**config.mk**
```make
export PLATFORM = sky130hd
export DESIGN_NAME = cch_ctrl
export DESIGN_NICKNAME = d
export VERILOG_FILES = /design/src/design/cch_pkg.sv /design/src/design/cch_ctrl.sv
export SDC_FILE = /design/constraint.sdc
export NUM_CORES = 1
export LEC_CHECK = 0
export ABC_CLOCK_PERIOD_IN_PS = 1300
export BUFFER_PORTS_ARGS = -buffer_cell sky130_fd_sc_hd__buf_4
export CORE_AREA = 5 5 42 44
export DETAILED_ROUTE_END_ITERATION = 7
export DIE_AREA = 0 0 47 49
export RECOVER_POWER = 25
export SYNTH_ARGS = -nofsm -noshare
export SYNTH_HDL_FRONTEND = slang
export SYNTH_SLANG_ARGS = --single-unit
```
**constraint.sdc**
```tcl
create_clock -name clk -period 1.3 [get_ports clk]
set_input_delay 0.13 -clock clk [delete_from_list [all_inputs] [get_ports clk]]
set_output_delay 0.13 -clock clk [all_outputs]
set_load 0.01 [all_outputs]
```
**src/design/cch_pkg.sv**
```systemverilog
// package for the counted chained hash table
// shared state codes, actions and command/status structs; no dependencies
package cch_pkg;

    localparam logic [1:0] ACT_SEARCH = 2'd0;
    localparam logic [1:0] ACT_INSERT = 2'd1;
    localparam logic [1:0] ACT_REMOVE = 2'd2;
    localparam logic [1:0] ACT_UNUSED = 2'd3;

    localparam int KEY_W   = 31;
    localparam int COUNT_W = 16;
    localparam logic [COUNT_W-1:0] COUNT_MAX = '1;
    localparam logic [4:0] BUCKET_COUNT_RESET = 5'd11;

    typedef enum logic [3:0] {
        ST_IDLE,
        ST_MOD,
        ST_HEAD,
        ST_READ,
        ST_CHECK,
        ST_WRITE,
        ST_DONE
    } state_t;

    // controller to datapath
    typedef struct packed {
        logic load;       // capture input beat
        logic mod_step;   // one modulo subtract step
        logic head_read;  // fetch bucket head, start walk
        logic node_read;  // issue node read at current pointer
        logic node_eval;  // evaluate fetched node
        logic commit;     // perform the write-back
        logic finish;     // set result register
    } cmd_t;

    // datapath to controller
    typedef struct packed {
        logic mod_done;
        logic walk_more;  // pointer valid and step budget left
        logic hit_now;    // node ends the walk with a hit
    } stat_t;

endpackage

```
**src/design/cch_ctrl.sv**
```systemverilog
// controller for the counted chained hash table
// depends on cch_pkg
module cch_ctrl (
    input  logic           clk,
    input  logic           rst_n,
    input  logic           in_valid,
    output logic           in_stall,
    output logic           out_valid,
    input  logic           out_stall,
    input  cch_pkg::stat_t stat,
    output cch_pkg::cmd_t  cmd
);
    cch_pkg::state_t state_reg, state_next;
    logic out_valid_reg, out_valid_next;

    // state register
    always_ff @(posedge clk or negedge rst_n)
    begin
        if (!rst_n)
        begin
            state_reg     <= cch_pkg::ST_IDLE;
            out_valid_reg <= 1'b0;
        end
        else
        begin
            state_reg     <= state_next;
            out_valid_reg <= out_valid_next;
        end
    end

    assign out_valid = out_valid_reg;
    assign in_stall  = (state_reg != cch_pkg::ST_IDLE);

    // next state and commands
    always_comb
    begin
        state_next     = state_reg;
        out_valid_next = out_valid_reg;
        cmd            = '0;
        if (out_valid_reg && !out_stall)
        begin
            out_valid_next = 1'b0;
        end
        case (state_reg)
            cch_pkg::ST_IDLE:
            begin
                if (in_valid)
                begin
                    cmd.load   = 1'b1;
                    state_next = cch_pkg::ST_MOD;
                end
            end
            cch_pkg::ST_MOD:
            begin
                if (stat.mod_done)
                begin
                    cmd.head_read = 1'b1;
                    state_next    = cch_pkg::ST_HEAD;
                end
                else
                begin
                    cmd.mod_step = 1'b1;
                end
            end
            cch_pkg::ST_HEAD, cch_pkg::ST_READ:
            begin
                if (stat.walk_more)
                begin
                    cmd.node_read = 1'b1;
                    state_next    = cch_pkg::ST_CHECK;
                end
                else
                begin
                    state_next = cch_pkg::ST_WRITE;
                end
            end
            cch_pkg::ST_CHECK:
            begin
                cmd.node_eval = 1'b1;
                state_next    = stat.hit_now ? cch_pkg::ST_WRITE : cch_pkg::ST_READ;
            end
            cch_pkg::ST_WRITE:
            begin
                cmd.commit = 1'b1;
                state_next = cch_pkg::ST_DONE;
            end
            cch_pkg::ST_DONE:
            begin
                if (!out_valid_reg || !out_stall)
                begin
                    cmd.finish     = 1'b1;
                    out_valid_next = 1'b1;
                    state_next     = cch_pkg::ST_IDLE;
                end
            end
            default: state_next = cch_pkg::ST_IDLE;
        endcase
    end
endmodule

```
==> results of run 1 <==
-- timing repair --
item | 4_1_cts | 5_1_grt
pin swaps | 1 | 2
endpoints found under the setup margin | 5 | 7
hold endpoints to repair | 4 | 0
buffers inserted | 3 | 1
hold buffers | 1 | 0
gates resized for setup | 3 | 5
-- power by group through the flow --
stage | combinational [mW] | clock [mW] | sequential [mW]
floorplan | 0.343 | 0 | 0.229
global placement | 0.481 | 0 | 0.273
detailed placement | 0.483 | 0 | 0.274
CTS | 0.602 | 0.162 | 0.236
global route | 0.697 | 0.176 | 0.258
finish | 0.632 | 0.151 | 0.243
-- worst reg2reg max path, delay by kind of cell, from the launching register on --
kind | cells | cell delay, ns
compound gates | 2 | 0.30
buf+inv | 1 | 0.14
flops | 1 | 0.40
simple gates | 1 | 0.19
-- cell families after synthesis --
logic type      synth area share, %
simple gates                   32.2
flops                          38.5
compound gates                 18.8
buf+inv                        10.6
-- area by class of cell --
| cell class | instances | area [sq um] |
|---|---|---|
| Multi-Input combinational cell | 23 | 151 |
| Inverter | 3 | 11.3 |
| Sequential cell | 4 | 103 |
| Tap cell | 16 | 20.0 |
| Fill cell | 156 | 933 |
| Timing Repair Buffer | 21 | 160 |
| Clock buffer | 3 | 22.5 |
-- synthesized netlist by cell type (2+ instances only) --
cell type,n
a21oi_1,2
nor2_1,3
dfrtp_1,4
a21o_1,2
nor3_1,4
nand2_1,2
inv_1,3
o21ai_0,2
-- worst max path at each step --
stage                 start     end  cells after the start
2_1_floorplan  state_reg[1]  cmd[6]                      3
3_3_place_gp   state_reg[0]  cmd[6]                      3
3_5_place_dp   state_reg[0]  cmd[6]                      3
4_1_cts        state_reg[1]  cmd[6]                      3
5_1_grt        state_reg[1]  cmd[6]                      3
6_report       state_reg[2]  cmd[6]                      3
-- layer usage --
metal  part of all wire (%)  up-vias  wire length, um  global-route usage, %
met4                      0        0                0                   5.53
met3                    8.5        0               56                   2.58
met5                      0        -                0                      0
li1                       -      154                -                      -
met1                     35      142              232                   6.68
met2                     56        6              373                   9.73
-- through the flow --
step | cell area [sq um] | setup TNS (ns)
after floorplan | 260 | 0
after global routing | 468 | -0.277
after detailed placement | 384 | 0
after global placement | 384 | 0
final | 468 | -0.0499
after CTS | 447 | -0.0766
==> results.md, run 1 <==
* Maximum clock rate at 743 MHz
* R2r setup slk at 0.21 ns
* Post-synth top area cell: dfrtp_1
* Post-synth EDFFs at 0
* Final ANT Viol Nets at 0
* CP Class: reg -> out
* Crit-path cells: or3_4, nor2_2, buf_4
* Mapped Area at approximately 260 sq um
* CTS tree: done
* Tcrit/Tclk final at 104%
* Fin nets at 63
* Min-Delay Path Depth at 3
* DRC at 0
* CTS clk-pin slew, worst paths at 0.04 ns
* Hold slack final at 0.155 ns
* Die Wd at roughly 47 um
* H-Tree Depth at 1
* Peak VDD IR at 0.537 mV
* Clock buffer depth at 2
* Failing checks: setup timing
* Setup WS post-layout at -0.0463 ns
* Max FFs per register at 3
* Status: complete, but fails checks
* Initial core utilization at 18.6%
* Core Util, Final at between 30% and 40%
* Area contributors post-synth: dfrtp_1, nor3_1, a21o_1
* Synth Instances at 32
* #FFs+latches synth at 4
* Ports at 16
* Clock share of power at between 10 and 15%
* Worst-case hold path end point: out_valid
* Total Power at 1.03 mW
* RSZ-0062 raised after global routing: true
* Count of cell types in the netlist at 18
* Crit path buf inv count at 1
* Final min period at around 1.3 ns
* Slowest cell on crit path: dfrtp_2
* Synth Flop Type: dfrtp_1
* Vias/cell at 4.31
* Placeable Area at approximately 1400 sq um
* Power share of the sequential group at a little under a quarter
* R2R depth at 4
* Gr usage total at 6.51%
* RR Endpoint: state_reg[0]
* Crit path launch type: flip-flop
* Initial antenna violation count at 0
* Pin count of the biggest net entering global routing at 11
* CP Data Arrival Time at 1.22 ns
* Post-placement worst setup slack at about 0.14 ns
* LEAKAGE at 0.241 nW
* Die Y at ~49 um
* Vias in the first global route at 283
* Seq/Total Area, Yosys at 38.5%
* Launching point of the worst reg2reg path: state_reg[2]
* Max-cap violations at 0
* Worst Skew at 0.000795 ns
* Drt total wl at 661 um
* Pins Over Slew Limit at 0
* Hold Startpoint: out_stall
* Clock sinks at 4
* Hold Vio Cnt, Final at 0
* Vias at 302
* Syn_nets at 39
* Cell area power density at 2190 nW/um^2
* Area Overhead vs Synth at 79.8%
* DP HPWL at between 500 and 600 um
* Initial DRC Count at 4
* First-pass GRT wire length at 1060 um
* Setup crit end kind: output pin
* TritonCTS Buffers at 3
* Worst slew margin at 85.3%
* Most frequent cells in the layout: buf_4, nor2_1, clkbuf_4
* Core Rows at 14
* Overflow after GRT at 0
* Commonest non-fill, non-tap cell in the layout: buf_4
* Yosys top cell area share at 38.5%
* Diode count at 0
* Net switching power at 0.392 mW
* Final setup fails at 2
* Worst-Skew Late Latency at 0.23 ns
* CTS root buf: clkbuf_4
* Mapped Avg Cell Area at 8.13 sq um
* Internal power at 0.634 mW
* Delay-heaviest family, CP: simple AND/OR/NAND/NOR gates
* Final Wtd Congestion at between 0.6 and 0.7
* Worst-margin pin slew at 0.220 ns
* Cell Count Post-Placement at 62
* Drt wl/cell at ~9.4 um
* Crit path largest cell delay at 0.40 ns
* DRT Pass-1 Iters at 2
* Comb power frac at 61.6%
* Hold Crit Class: in -> reg
* FFs w/ async S/R, synth at 100%
* Fin cells at 70
* Fraction of layout cells with a size suffix above 1 at a little under three fifths
* Synth warn at 0
* Sw Ratio at 38.2%
* Die area at 2300 sq um
* Worst path required time at 1.17 ns
* IO buf count at 15
* Crit-path max FO at 2
(Power assumes the default switching activity.)
==> run 2: changes to the inputs <==
Settings changed: BUFFER_PORTS_ARGS -buffer_cell sky130_fd_sc_hd__buf_4 to -buffer_cell sky130_fd_sc_hd__clkbuf_2.
==> results.md, run 2 (same netlist as run 1, synthesis figures left out) <==
* CTS clk-pin slew, worst paths at 0.04 ns
* Drt total wl at ~680 um
* Power share of the sequential group at between 20% and 30%
* Vias/cell at between 4 and 5
* Failing checks: setup timing
* Placed cell areas at 347 sq um
* TritonCTS Buffers at 3
* Vias in the first global route at roughly 280
* Flip-flop and latch area at 103 sq um
* Worst path required time at 1.17 ns
* Final ANT Viol Nets at 0
* Tcrit/Tclk final at 104%
* Gr usage total at 6.49%
* Drt wl/cell at approximately 9.6 um
* R2R depth at 5
* Area of the multi-input gates at 146 sq um
* Initial core utilization at around 19%
* DRC at 0
* Worst slew margin at 84.8%
* Pins Over Slew Limit at 0
* Worst-Skew Late Latency at 0.23 ns
* Worst-margin pin slew at 0.229 ns
* Placeable Area at around 1400 sq um
* Overflow after GRT at 0
* Final min period at 1.35 ns
* Slowest cell on crit path: or3_4
* LEAKAGE at 0.236 nW
* Min-Delay Path Depth at 3
* Hold Vio Cnt, Final at 0
* Ports at 16
* Crit-path max FO at 4
* RSZ-0062 raised after global routing: true
* Clock buffer depth at 2
* Initial DRC Count at 0
* Net switching power at 0.386 mW
* DP HPWL at between 500 and 600 um
* Initial antenna violation count at 0
* CTS root buf: clkbuf_4
* Crit-path cells: or3_4, nor2_2, buf_2
* Area Overhead vs Synth at 65.9%
* Pin count of the biggest net entering global routing at 8
* Launching point of the worst reg2reg path: state_reg[2]
* Setup crit end kind: output pin
* Crit path largest cell delay at 0.40 ns
* Most frequent cells in the layout: clkbuf_2, buf_2, buf_4
* Clock sinks at 4
* H-Tree Depth at 1
* Clock share of power at 15.7%
* Peak VDD IR at roughly 0.56 mV
* Setup WS post-layout at -0.0506 ns
* Max-cap violations at 0
* Status: complete, but fails checks
* Final Cell Area at approximately 430 sq um
* Max FFs per register at 3
* CP Data Arrival Time at ~1.2 ns
* Hold Crit Class: in -> reg
* Sw Ratio at 39.6%
* DRT Pass-1 Iters at 1
* Crit path launch type: flip-flop
* Final Wtd Congestion at about 0.65
* Fraction of layout cells with a size suffix above 1 at 56.4%
* Fin nets at 64
* Hold slack final at 0.173 ns
* Maximum clock rate at 740 MHz
* Comb power frac at 59.6%
* First-pass GRT wire length at 1010 um
* Vias at roughly 300
* IO buf count at 15
* Cell area power density at 2260 nW/um^2
* Die Y at 49 um
* RR Endpoint: state_reg[0]
* CTS tree: done
* Commonest non-fill, non-tap cell in the layout: clkbuf_2
* Core Rows at 14
* Worst-case hold path end point: out_valid
* Die Wd at 47 um
* Internal power at 0.588 mW
* CP Class: reg -> out
* Die area at 2300 sq um
* R2r setup slk at 0.14 ns
* Final setup fails at 1
* Hold Startpoint: out_stall
* Fillers at 173
* Diode count at 0
* Worst Skew at ~0.0018 ns
==> run 2: cell count changes in the layout (fill, tap and decap cells not counted) <==
cell	previous run	this run
buf_6	1	0
buf_4	18	6
clkbuf_2	0	8
buf_2	0	6
nor3_2	2	1
nor3_1	2	3
==> run 2: critical path: cells and delay by family, from the launching register on <==
family        cells  cell delay, ns
buf+inv           1            0.13
flops             1            0.39
simple gates      2            0.47
==> run 2: cell type report <==
class	instances	area share, %
multi-input cells	23	33.9
well taps	16	4.64
inverters	3	2.61
repair buffers	22	29.9
flip-flops and latches	4	23.8
clock buffers	3	5.22
==> run 2: through the flow <==
step | power [mW] | utilization, % | setup TNS (ns) | worst slack [ns] | instances
3_5_place_dp | 0.702 | 24.7 | 0 | 0.119 | 62
3_3_place_gp | 0.699 | 24.7 | 0 | 0.136 | 62
6_report | 0.974 | 30.8 | -0.0506 | -0.0506 | 71
5_1_grt | 1.05 | 30.8 | -0.178 | -0.0908 | 71
2_1_floorplan | 0.572 | - | 0 | 0.172 | 32
4_1_cts | 0.965 | 29.7 | -0.0835 | -0.0790 | 70
==> run 2: power groups by stage <==
stage | clock [mW] | sequential, mW | combinational, mW
2_1_floorplan | 0 | 0.229 | 0.343
3_3_place_gp | 0 | 0.265 | 0.434
3_5_place_dp | 0 | 0.270 | 0.432
4_1_cts | 0.162 | 0.238 | 0.566
5_1_grt | 0.167 | 0.250 | 0.637
6_report | 0.153 | 0.240 | 0.581
==> run 2: worst max-delay path by stage <==
stage / startpoint / endpoint / slack [ns] / depth (start not counted)
2_1_floorplan: state_reg[1] / cmd[6] / 0.17 / 3
3_3_place_gp: state_reg[0] / cmd[6] / 0.14 / 3
3_5_place_dp: state_reg[0] / cmd[6] / 0.12 / 3
4_1_cts: state_reg[0] / cmd[6] / -0.08 / 3
5_1_grt: state_reg[1] / cmd[6] / -0.09 / 3
6_report: state_reg[1] / cmd[6] / -0.05 / 3
==> run 2: timing repair <==
item	4_1_cts	5_1_grt
hold endpoints to repair	4	0
cloned	0	0
setup endpoints to repair	4	7
hold buffers	1	0
resized for setup	3	9
pin swaps	2	1
setup buffers	4	1
==> run 2: metal layers <==
| metal | part of all wire [%] | track usage (%) | up-vias |
|---|---|---|---|
| li1 | - | - | 156 |
| met1 | 36 | 5.09 | 136 |
| met2 | 57 | 10.9 | 6 |
| met3 | 6.9 | 2.21 | 0 |
| met4 | 0 | 6.91 | 0 |
| met5 | 0 | 0 | - |
